**src/rtl/core/pfe_pkg.sv**
```systemverilog
// ----------------------------------------------------------------------------
// pfe_pkg
// Shared types, codes and the per-entry fade function of the palette fade
// engine.
// ----------------------------------------------------------------------------
package pfe_pkg;

  localparam int PALETTE_ENTRIES_DEF = 64;
  localparam int MODE_W              = 3;
  localparam int IDX_W               = 6;
  localparam int COLOR_W             = 16;
  localparam int SPEED_W             = 8;
  localparam int QUEUE_DEPTH         = 4;
  localparam int NUM_FIELDS          = 3;

  // red, green, blue fields of a color word and their unit step
  localparam logic [COLOR_W-1:0] FIELD_MASK [NUM_FIELDS] = '{16'h000E, 16'h00E0, 16'h0E00};
  localparam logic [COLOR_W-1:0] FIELD_ONE  [NUM_FIELDS] = '{16'h0002, 16'h0020, 16'h0200};

  typedef enum logic [MODE_W-1:0] {
    MODE_WR_DISP = 3'd0,
    MODE_WR_TGT  = 3'd1,
    MODE_SWAP    = 3'd2,
    MODE_START   = 3'd3,
    MODE_STOP    = 3'd4,
    MODE_TICK    = 3'd5
  } mode_t;

  typedef struct packed {
    mode_t              op;
    logic               in_range;
    logic [IDX_W-1:0]   index;
    logic [COLOR_W-1:0] color;
  } cmd_t;

  typedef enum logic [2:0] {
    ST_IDLE,
    ST_STEP,
    ST_STEP_END,
    ST_EMIT,
    ST_STATUS
  } state_t;

  typedef struct packed {
    logic [COLOR_W-1:0] color;
    logic               moved;
  } fade_res_t;

  // Move each 3-bit field one step toward the goal; other bits untouched.
  function automatic fade_res_t fade_entry(logic [COLOR_W-1:0] cur,
                                           logic [COLOR_W-1:0] goal);
    fade_res_t          r;
    logic [COLOR_W-1:0] v;
    logic [COLOR_W-1:0] c;
    logic [COLOR_W-1:0] g;
    v       = cur;
    r.moved = 1'b0;
    for (int k = 0; k < NUM_FIELDS; k++) begin
      c = v & FIELD_MASK[k];
      g = goal & FIELD_MASK[k];
      if (c < g) begin
        v       = v + FIELD_ONE[k];
        r.moved = 1'b1;
      end else if (c > g) begin
        v       = v - FIELD_ONE[k];
        r.moved = 1'b1;
      end
    end
    r.color = v;
    return r;
  endfunction

endpackage

```
**src/rtl/core/pfe_front.sv**
```systemverilog
// ----------------------------------------------------------------------------
// pfe_front
// Accepts input items, decodes the mode and range-checks the entry index,
// then pushes a command into the queue. Unused modes are dropped here.
// ----------------------------------------------------------------------------
module pfe_front #(
  parameter int PALETTE_ENTRIES = pfe_pkg::PALETTE_ENTRIES_DEF
) (
  input  logic                        in_valid,
  output logic                        in_ready,
  input  logic [pfe_pkg::MODE_W-1:0]  mode,
  input  logic [pfe_pkg::IDX_W-1:0]   entry_index,
  input  logic [pfe_pkg::COLOR_W-1:0] color_value,
  input  logic                        q_full,
  output logic                        q_push,
  output pfe_pkg::cmd_t               q_cmd
);

  logic known;

  assign in_ready = !q_full;

  always_comb begin
    known = 1'b1;
    unique case (pfe_pkg::mode_t'(mode))
      pfe_pkg::MODE_WR_DISP, pfe_pkg::MODE_WR_TGT, pfe_pkg::MODE_SWAP,
      pfe_pkg::MODE_START, pfe_pkg::MODE_STOP, pfe_pkg::MODE_TICK: known = 1'b1;
      default: known = 1'b0;
    endcase
  end

  always_comb begin
    q_cmd.op       = pfe_pkg::mode_t'(mode);
    q_cmd.in_range = (32'(entry_index) < PALETTE_ENTRIES);
    q_cmd.index    = entry_index;
    q_cmd.color    = color_value;
  end

  assign q_push = in_valid && !q_full && known;

endmodule

```
**src/rtl/core/pfe_queue.sv**
```systemverilog
// ----------------------------------------------------------------------------
// pfe_queue
// Short command FIFO between the front and back ends.
// ----------------------------------------------------------------------------
module pfe_queue (
  input  logic          clk,
  input  logic          rst,
  input  logic          push,
  input  pfe_pkg::cmd_t push_cmd,
  output logic          full,
  input  logic          pop,
  output logic          cmd_valid,
  output pfe_pkg::cmd_t cmd
);

  localparam int PW = $clog2(pfe_pkg::QUEUE_DEPTH);
  localparam int CW = $clog2(pfe_pkg::QUEUE_DEPTH + 1);

  pfe_pkg::cmd_t  slots [pfe_pkg::QUEUE_DEPTH];
  logic [PW-1:0]  wr_ptr;
  logic [PW-1:0]  rd_ptr;
  logic [CW-1:0]  count;
  logic           do_push;
  logic           do_pop;

  assign full      = (count == CW'(pfe_pkg::QUEUE_DEPTH));
  assign cmd_valid = (count != '0);
  assign cmd       = slots[rd_ptr];
  assign do_push   = push && !full;
  assign do_pop    = pop && cmd_valid;

  always_ff @(posedge clk) begin
    if (do_push) begin
      slots[wr_ptr] <= push_cmd;
    end
  end

  always_ff @(posedge clk) begin
    if (rst) begin
      wr_ptr <= '0;
      rd_ptr <= '0;
      count  <= '0;
    end else begin
      if (do_push) begin
        wr_ptr <= wr_ptr + 1'b1;
      end
      if (do_pop) begin
        rd_ptr <= rd_ptr + 1'b1;
      end
      case ({do_push, do_pop})
        2'b10:   count <= count + 1'b1;
        2'b01:   count <= count - 1'b1;
        default: count <= count;
      endcase
    end
  end

  a_count_bound: assert property (@(posedge clk) disable iff (rst)
    count <= CW'(pfe_pkg::QUEUE_DEPTH))
    else $error("queue count above depth");

  a_ptr_gap: assert property (@(posedge clk) disable iff (rst)
    (count != CW'(pfe_pkg::QUEUE_DEPTH)) |-> (PW'(wr_ptr - rd_ptr) == PW'(count)))
    else $error("queue pointers disagree with count");

endmodule

```
**src/rtl/core/pfe_back.sv**
```systemverilog
// ----------------------------------------------------------------------------
// pfe_back
// Executes queued commands: palette writes, swap, fade control and frame
// ticks. A tick may fade all entries; then it emits them all or a status item.
// ----------------------------------------------------------------------------
module pfe_back #(
  parameter int PALETTE_ENTRIES = pfe_pkg::PALETTE_ENTRIES_DEF
) (
  input  logic                        clk,
  input  logic                        rst,
  input  logic                        cfg_we,
  input  logic [pfe_pkg::SPEED_W-1:0] cfg_wdata,
  input  logic                        cmd_valid,
  input  pfe_pkg::cmd_t               cmd,
  output logic                        cmd_pop,
  output logic                        out_valid,
  input  logic                        out_ready,
  output logic                        is_color,
  output logic [pfe_pkg::IDX_W-1:0]   cram_index,
  output logic [pfe_pkg::COLOR_W-1:0] cram_color,
  output logic                        fade_active,
  output logic                        last
);

  localparam int AW = $clog2(PALETTE_ENTRIES);
  localparam int CW = $clog2(PALETTE_ENTRIES + 1);
  localparam logic [AW-1:0] LAST_ADDR = AW'(PALETTE_ENTRIES - 1);
  localparam logic [CW-1:0] CNT_END   = CW'(PALETTE_ENTRIES);

  pfe_pkg::state_t state, state_next;

  logic [pfe_pkg::COLOR_W-1:0] mem_a [PALETTE_ENTRIES];
  logic [pfe_pkg::COLOR_W-1:0] mem_b [PALETTE_ENTRIES];
  logic [pfe_pkg::COLOR_W-1:0] rdata_a;
  logic [pfe_pkg::COLOR_W-1:0] rdata_b;

  logic [pfe_pkg::SPEED_W-1:0] fade_speed;
  logic [pfe_pkg::SPEED_W-1:0] frame_count, frame_count_next;
  logic [pfe_pkg::SPEED_W-1:0] fc_inc;
  logic                        b_disp, b_disp_next;
  logic                        dirty, dirty_next;
  logic                        fading, fading_next;
  logic [CW-1:0]               cnt, cnt_next;
  logic                        e1_vld, e1_vld_next;
  logic [AW-1:0]               e1_addr;

  logic                        tick;
  logic                        step_hit;
  logic                        rd_en;
  logic                        out_free;
  logic                        s1_move;
  logic                        e1_last;
  logic                        we_disp, we_tgt, we_a, we_b;
  logic [AW-1:0]               waddr;
  logic [pfe_pkg::COLOR_W-1:0] wdata;
  logic [pfe_pkg::COLOR_W-1:0] disp_q, tgt_q;
  pfe_pkg::fade_res_t          faded;

  assign disp_q   = b_disp ? rdata_b : rdata_a;
  assign tgt_q    = b_disp ? rdata_a : rdata_b;
  assign faded    = pfe_pkg::fade_entry(disp_q, tgt_q);
  assign out_free = !out_valid || out_ready;
  assign e1_last  = (e1_addr == LAST_ADDR);
  assign fc_inc   = frame_count + 1'b1;
  assign cmd_pop  = (state == pfe_pkg::ST_IDLE) && cmd_valid;
  assign tick     = cmd_pop && (cmd.op == pfe_pkg::MODE_TICK);
  assign step_hit = fading && (fc_inc == fade_speed);
  assign s1_move  = (state == pfe_pkg::ST_EMIT) && e1_vld && out_free;

  // next state
  always_comb begin
    state_next = state;
    unique case (state)
      pfe_pkg::ST_IDLE: begin
        if (tick) begin
          if (step_hit) begin
            state_next = pfe_pkg::ST_STEP;
          end else if (dirty) begin
            state_next = pfe_pkg::ST_EMIT;
          end else begin
            state_next = pfe_pkg::ST_STATUS;
          end
        end
      end
      pfe_pkg::ST_STEP: begin
        if (e1_vld && e1_last) begin
          state_next = pfe_pkg::ST_STEP_END;
        end
      end
      pfe_pkg::ST_STEP_END: begin
        state_next = dirty ? pfe_pkg::ST_EMIT : pfe_pkg::ST_STATUS;
      end
      pfe_pkg::ST_EMIT: begin
        if (s1_move && e1_last) begin
          state_next = pfe_pkg::ST_IDLE;
        end
      end
      pfe_pkg::ST_STATUS: begin
        if (out_free) begin
          state_next = pfe_pkg::ST_IDLE;
        end
      end
      default: state_next = pfe_pkg::ST_IDLE;
    endcase
  end

  // datapath control
  always_comb begin
    frame_count_next = frame_count;
    b_disp_next      = b_disp;
    dirty_next       = dirty;
    fading_next      = fading;
    rd_en            = 1'b0;
    we_disp          = 1'b0;
    we_tgt           = 1'b0;
    waddr            = AW'(cmd.index);
    wdata            = cmd.color;
    unique case (state)
      pfe_pkg::ST_IDLE: begin
        if (cmd_pop) begin
          case (cmd.op)
            pfe_pkg::MODE_WR_DISP: begin
              dirty_next = 1'b1;
              we_disp    = cmd.in_range;
            end
            pfe_pkg::MODE_WR_TGT: begin
              we_tgt = cmd.in_range;
            end
            pfe_pkg::MODE_SWAP: begin
              b_disp_next = !b_disp;
              dirty_next  = 1'b1;
            end
            pfe_pkg::MODE_START: begin
              frame_count_next = '0;
              fading_next      = 1'b1;
            end
            pfe_pkg::MODE_STOP: begin
              fading_next = 1'b0;
            end
            pfe_pkg::MODE_TICK: begin
              if (step_hit) begin
                frame_count_next = '0;
                dirty_next       = 1'b0;
              end else begin
                if (fading) begin
                  frame_count_next = fc_inc;
                end
                dirty_next = 1'b0;
              end
            end
            default: ;
          endcase
        end
      end
      pfe_pkg::ST_STEP: begin
        rd_en = (cnt != CNT_END);
        if (e1_vld) begin
          we_disp = 1'b1;
          waddr   = e1_addr;
          wdata   = faded.color;
          if (faded.moved) begin
            dirty_next = 1'b1;
          end
        end
      end
      pfe_pkg::ST_STEP_END: begin
        if (!dirty) begin
          fading_next = 1'b0;
        end
        dirty_next = 1'b0;
      end
      pfe_pkg::ST_EMIT: begin
        rd_en = (cnt != CNT_END) && (!e1_vld || s1_move);
      end
      pfe_pkg::ST_STATUS: ;
      default: ;
    endcase
  end

  assign we_a = b_disp ? we_tgt : we_disp;
  assign we_b = b_disp ? we_disp : we_tgt;

  always_comb begin
    if (rd_en) begin
      cnt_next = cnt + 1'b1;
    end else if (state == pfe_pkg::ST_IDLE || state == pfe_pkg::ST_STEP_END) begin
      cnt_next = '0;
    end else begin
      cnt_next = cnt;
    end
    // the step pass writes back every cycle; the emit pass holds on stall
    if (rd_en) begin
      e1_vld_next = 1'b1;
    end else if (state == pfe_pkg::ST_STEP || s1_move) begin
      e1_vld_next = 1'b0;
    end else begin
      e1_vld_next = e1_vld;
    end
  end

  // palettes: one write and one registered read per memory per cycle
  always_ff @(posedge clk) begin
    if (we_a) begin
      mem_a[waddr] <= wdata;
    end
    if (rd_en) begin
      rdata_a <= mem_a[cnt[AW-1:0]];
    end
  end

  always_ff @(posedge clk) begin
    if (we_b) begin
      mem_b[waddr] <= wdata;
    end
    if (rd_en) begin
      rdata_b <= mem_b[cnt[AW-1:0]];
    end
  end

  always_ff @(posedge clk) begin
    if (rd_en) begin
      e1_addr <= cnt[AW-1:0];
    end
  end

  always_ff @(posedge clk) begin
    if (rst) begin
      state       <= pfe_pkg::ST_IDLE;
      fade_speed  <= '0;
      frame_count <= '0;
      b_disp      <= 1'b0;
      dirty       <= 1'b0;
      fading      <= 1'b0;
      cnt         <= '0;
      e1_vld      <= 1'b0;
    end else begin
      state       <= state_next;
      frame_count <= frame_count_next;
      b_disp      <= b_disp_next;
      dirty       <= dirty_next;
      fading      <= fading_next;
      cnt         <= cnt_next;
      e1_vld      <= e1_vld_next;
      if (cfg_we) begin
        fade_speed <= cfg_wdata;
      end
    end
  end

  // output register
  always_ff @(posedge clk) begin
    if (rst) begin
      out_valid <= 1'b0;
    end else if (s1_move || (state == pfe_pkg::ST_STATUS && out_free)) begin
      out_valid <= 1'b1;
    end else if (out_ready) begin
      out_valid <= 1'b0;
    end
  end

  always_ff @(posedge clk) begin
    if (s1_move) begin
      is_color    <= 1'b1;
      cram_index  <= pfe_pkg::IDX_W'(e1_addr);
      cram_color  <= disp_q;
      fade_active <= fading;
      last        <= e1_last;
    end else if (state == pfe_pkg::ST_STATUS && out_free) begin
      is_color    <= 1'b0;
      cram_index  <= '0;
      cram_color  <= '0;
      fade_active <= fading;
      last        <= 1'b1;
    end
  end

  a_no_write_in_emit: assert property (@(posedge clk) disable iff (rst)
    (state == pfe_pkg::ST_EMIT) |-> !(we_a || we_b))
    else $error("palette written during emit pass");

  a_emit_hold: assert property (@(posedge clk) disable iff (rst)
    (state == pfe_pkg::ST_EMIT && e1_vld && !s1_move) |=> (e1_vld && $stable(e1_addr)))
    else $error("stalled emit entry lost");

  a_cnt_bound: assert property (@(posedge clk) disable iff (rst)
    cnt <= CNT_END)
    else $error("entry counter past end");

  a_step_end_origin: assert property (@(posedge clk) disable iff (rst)
    (state == pfe_pkg::ST_STEP_END) |-> ($past(state) == pfe_pkg::ST_STEP))
    else $error("step end entered without a step pass");

endmodule

```
**src/rtl/core/palette_fade_engine_top.sv**
```systemverilog
// ----------------------------------------------------------------------------
// palette_fade_engine_top
// Palette fade engine: displayed and target palettes with a per-frame fade.
//
//   channel  | handshake              | payload
//   ---------+------------------------+------------------------------------
//   input    | in_valid / in_ready    | mode, entry_index, color_value
//   output   | out_valid / out_ready  | is_color, cram_index, cram_color,
//            |                        | fade_active, last
//   config   | cfg_we                 | cfg_wdata (fade_speed)
//
// Non-tick items are executed by the back end after passing a 4-deep queue.
// A tick with a dirty palette emits N = PALETTE_ENTRIES entries at one per
// cycle while out_ready allows, else a single status item; a tick that runs
// a fade step first walks all entries through the palette read ports.
// Reset is synchronous; palette contents are not cleared.
// Output backpressure holds the emit pass and the status item, never the
// fade step; the front keeps filling the queue while the back is busy.
// ----------------------------------------------------------------------------
module palette_fade_engine_top #(
  parameter int PALETTE_ENTRIES = pfe_pkg::PALETTE_ENTRIES_DEF
) (
  input  logic                        clk,
  input  logic                        rst,
  input  logic                        cfg_we,
  input  logic [pfe_pkg::SPEED_W-1:0] cfg_wdata,
  input  logic                        in_valid,
  output logic                        in_ready,
  input  logic [pfe_pkg::MODE_W-1:0]  mode,
  input  logic [pfe_pkg::IDX_W-1:0]   entry_index,
  input  logic [pfe_pkg::COLOR_W-1:0] color_value,
  output logic                        out_valid,
  input  logic                        out_ready,
  output logic                        is_color,
  output logic [pfe_pkg::IDX_W-1:0]   cram_index,
  output logic [pfe_pkg::COLOR_W-1:0] cram_color,
  output logic                        fade_active,
  output logic                        last
);

  logic          q_full;
  logic          q_push;
  pfe_pkg::cmd_t q_cmd;
  logic          q_pop;
  logic          q_valid;
  pfe_pkg::cmd_t q_head;

  pfe_front #(
    .PALETTE_ENTRIES(PALETTE_ENTRIES)
  ) u_front (
    .in_valid    (in_valid),
    .in_ready    (in_ready),
    .mode        (mode),
    .entry_index (entry_index),
    .color_value (color_value),
    .q_full      (q_full),
    .q_push      (q_push),
    .q_cmd       (q_cmd)
  );

  pfe_queue u_queue (
    .clk       (clk),
    .rst       (rst),
    .push      (q_push),
    .push_cmd  (q_cmd),
    .full      (q_full),
    .pop       (q_pop),
    .cmd_valid (q_valid),
    .cmd       (q_head)
  );

  pfe_back #(
    .PALETTE_ENTRIES(PALETTE_ENTRIES)
  ) u_back (
    .clk         (clk),
    .rst         (rst),
    .cfg_we      (cfg_we),
    .cfg_wdata   (cfg_wdata),
    .cmd_valid   (q_valid),
    .cmd         (q_head),
    .cmd_pop     (q_pop),
    .out_valid   (out_valid),
    .out_ready   (out_ready),
    .is_color    (is_color),
    .cram_index  (cram_index),
    .cram_color  (cram_color),
    .fade_active (fade_active),
    .last        (last)
  );

endmodule
```
**config.mk**
```make
export PLATFORM = sky130hd
export DESIGN_NAME = palette_fade_engine_top
export DESIGN_NICKNAME = d
export VERILOG_FILES = /design/src/rtl/core/pfe_pkg.sv /design/src/rtl/core/pfe_front.sv /design/src/rtl/core/pfe_queue.sv /design/src/rtl/core/pfe_back.sv /design/src/rtl/core/palette_fade_engine_top.sv
export SDC_FILE = /design/constraint.sdc
export NUM_CORES = 2
export LEC_CHECK = 0
export BUFFER_PORTS_ARGS = -buffer_cell sky130_fd_sc_hd__buf_2
export CORE_UTILIZATION = 40
export CTS_CLUSTER_DIAMETER = 100
export DETAILED_ROUTE_END_ITERATION = 7
export GPL_TIMING_DRIVEN = 0
export PLACE_DENSITY = 0.61
export SLEW_MARGIN = 20
export SYNTH_ARGS = -nofsm -noshare
export SYNTH_HDL_FRONTEND = slang
export SYNTH_SLANG_ARGS = --single-unit
```
**constraint.sdc**
```tcl
create_clock -name clk -period 15.8 [get_ports clk]
set_input_delay 3.16 -clock clk [delete_from_list [all_inputs] [get_ports clk]]
set_output_delay 3.16 -clock clk [all_outputs]
set_load 0.03 [all_outputs]
```
==> summary.md <==
| Metric | Value |
|---|---|
| Cell variety after synth | `between 80 and 90` |
| Max Cap Viol | `0` |
| Worst-case reg-to-reg path depth | `31` |
| Slew HR | `between 10% and 20%` |
| Worst clock skew | `just over 0.05 ns` |
| Share of layout cells above drive strength 1 | `approximately a third` |
| Core area | `218000 sq um` |
| WP data arrival | `around 9.9 ns` |
| Post-synth top cells | `edfxtp_1 (2210), mux4_2 (696), nor2_1 (226)` |
| Synth area leaders | `edfxtp_1 (76%), mux4_2 (18%), nor2_1 (0.97%)` |
| CP required | `approximately 16 ns` |
| Area share of the largest cell type after synthesis | `about three quarters` |
| CTS tree | `done` |
| Wire length per cell | `between 30 and 40 um` |
| Avg Inst Size Synth | `22.8 sq um` |
| Slowest stage delay, CP | `just under 0.6 ns` |
| FFs w/ async S/R, synth | `0%` |
| Outcome | `complete, no violations` |
| Area growth from synthesis to layout | `17.2%` |
| Total die area | `~220000 sq um` |
| VDD IR max | `approximately 0.16 mV` |
| Slowest-stage cell, CP | `buf_1` |
| Latest clock arrival within the worst-skew pair | `a little under 0.9 ns` |
| Yosys warnings | `0` |
| Seq cells post-synth | `2251` |
| # rows | `171` |
| Max FO, Critical Path | `30` |
| Via Count | `42800` |
| Clock sink count | `2251` |
| Leakage Power | `between 0.03 and 0.04 uW` |
| Final hold vios | `0` |
| Seq/Total Area, Yosys | `about three quarters` |
| Most common cell in the synthesized netlist | `edfxtp_1` |
| Nets | `4380` |
| Fin crit share | `58.2%` |
| Fmax | `approximately 110 MHz` |
| Iter 0 DRT Violations | `approximately 5800` |
| Gpl congestion | `between 0.8 and 0.9` |
| CTS hold repair buffers | `0` |
| Crit. End Element | `flip-flop` |
| Post-CTS Setup Bufs | `0` |
| Final setup vio count | `0` |
| Post-synth EDFFs | `~2200` |
| Synth Flop Type | `edfxtp_1` |
| Pre-antenna DRT Iters | `5` |
| Worst setup path class | `reg -> reg` |
| Yosys top cell by area | `edfxtp_1` |
| Overflow after GRT | `0` |
| Routed Antenna Nets | `0` |
| First-pass GRT wire length | `approximately 320 mm` |
| Initial core utilization | `around 40%` |
| Startpoint Class | `flip-flop` |
| Chip width | `471 um` |
| Initial antenna violation count | `17` |
| Synthesized area | `between 80000 and 90000 sq um` |
| Die Ht | `between 400 and 500 um` |
| Deepest clock path buffer count | `3` |
| # IOs | `65` |
| Fin util | `47.3%` |
| Vias in the first global route | `42200` |
| GR Util All Layers | `20.6%` |
| Hold Path Class | `reg -> reg` |
| Root Buffer | `clkbuf_16` |
| Vias per cell | `5.81` |
| Final Power | `15000 uW` |
| Final min period | `just over 9 ns` |
| Pwr/cell area | `~150 nW/um^2` |
| Pins Over Slew Limit | `0` |
| Quantity of I/O buffers inserted on ports | `62` |
| Post_cts resized | `0` |
| HPWL Detailed | `158 mm` |
| Hold Crit Depth | `0` |
| Largest net degree at the start of global routing | `between 60 and 70` |
| Mapped Nets | `approximately 4000` |
| RSZ-0062 raised after global routing | `false` |
| DRC violations left | `0` |
| H-tree lvl count | `4` |
| Syn Inst Count | `just under 4000` |
| Worst Tran Pin Value | `approximately 1.3 ns` |
| Crit path top cell by count | `buf_16` |
| Drt total wl | `228 mm` |
| CTS Buf Count | `221` |
| Clock-pin transition on the worst setup and hold timing paths | `~0.060 ns` |
## flip-flops by register name, indices dropped and copies added, names as in the netlist, 3 cells and up, named ones only
| signal | cells |
|---|---|
| u_back.cnt | 7 |
| u_back.cram_color | 16 |
| u_back.cram_index | 6 |
| u_back.e1_addr | 6 |
| u_back.fade_speed | 8 |
| u_back.frame_count | 8 |
| u_back.mem_a | 1024 |
| u_back.mem_b | 1024 |
| u_back.rdata_a | 16 |
| u_back.rdata_b | 16 |
| u_back.state | 3 |
| u_queue.count | 3 |
| u_queue.slots | 100 |
## layout by cell type (no fill, tap or decap), types with 46 or more instances in the layout
cell and count:
clkbuf_16 222, nor2_2 106, mux4_2 696, edfxtp_1 2210, buf_8 46, buf_6 66
clkbuf_1 156, nor2_1 94, nand2_1 84, buf_2 74, buf_16 52
## where the power goes
| group | internal (uW) | switching (uW) |
|---|---|---|
| clock network | 3020 | 2280 |
| registers | 7420 | 23.6 |
| logic | 698 | 1600 |
| total | 11100 | 3900 |
## worst max-delay path: cells and delay by family (launching register included)
family	cells	cell delay (ns)
compound gates	7	2.14
fa+ha+maj	3	0.92
simple gates	9	2.11
flops	1	0.32
buf+inv	8	2.36
mux	2	0.57
xor+xnor	2	0.50
## kinds of logic (layout without fill, tap and decap cells)
kind of cell / after synthesis / count (layout) / share of synthesized area, %
AO/OA/AOI/OAI: 122 / 122 / 0.910
other: 0 / 8 / 0
flip-flops: 2251 / 2251 / 76.5
multiplexers: 748 / 748 / 18.5
buffers and inverters: 211 / 866 / 0.931
adder cells (fa/ha/maj): 25 / 25 / 0.362
XOR/XNOR: 41 / 41 / 0.426
AND/OR/NAND/NOR: 454 / 454 / 2.44
## final timing paths
check	endpoint	from	slack, ns
worst max-delay path	u_back.mem_a[57][12]	u_back.b_disp	6.60
worst min-delay path	u_back.e1_addr[3]	u_back.cnt[3]	0.44
worst min register to register	u_back.e1_addr[3]	u_back.cnt[3]	0.44
worst max register to register	u_back.mem_a[57][12]	u_back.b_disp	6.60
## per-layer routing
metal	global-route usage (%)	part of all wire (%)	routed length [um]
met4	6.20	2.9	6600
met3	4.48	8.8	20100
met1	29.6	42	94900
met2	31.4	47	106000
met5	0	0.024	55
## final cells by class
type                    count  area (sq um)
fillers                 17600        115000
well taps                2854          3570
clock buffers             269          5730
clock inverters           143          1580
inverters                  20          75.1
flip-flops and latches   2251         67200
plain buffers             191           792
repair buffers            243          3520
diodes                      8          20.0
multi-input cells        1390         20500
## stage by stage
stage          setup slack (ns)  hold WS [ns]  instances  cell area [sq um]  setup TNS [ns]
2_1_floorplan              3.33         0.406       3852              87900               0
3_3_place_gp              -5.69         0.417       6768              91700        -4676.12
3_5_place_dp               6.78         0.418       6949              95600               0
4_1_cts                    6.72         0.437       7361             103000               0
5_1_grt                    6.09         0.449       7361             103000               0
6_report                   6.60         0.436       7369             103000               0
(Power assumes the default switching activity.)
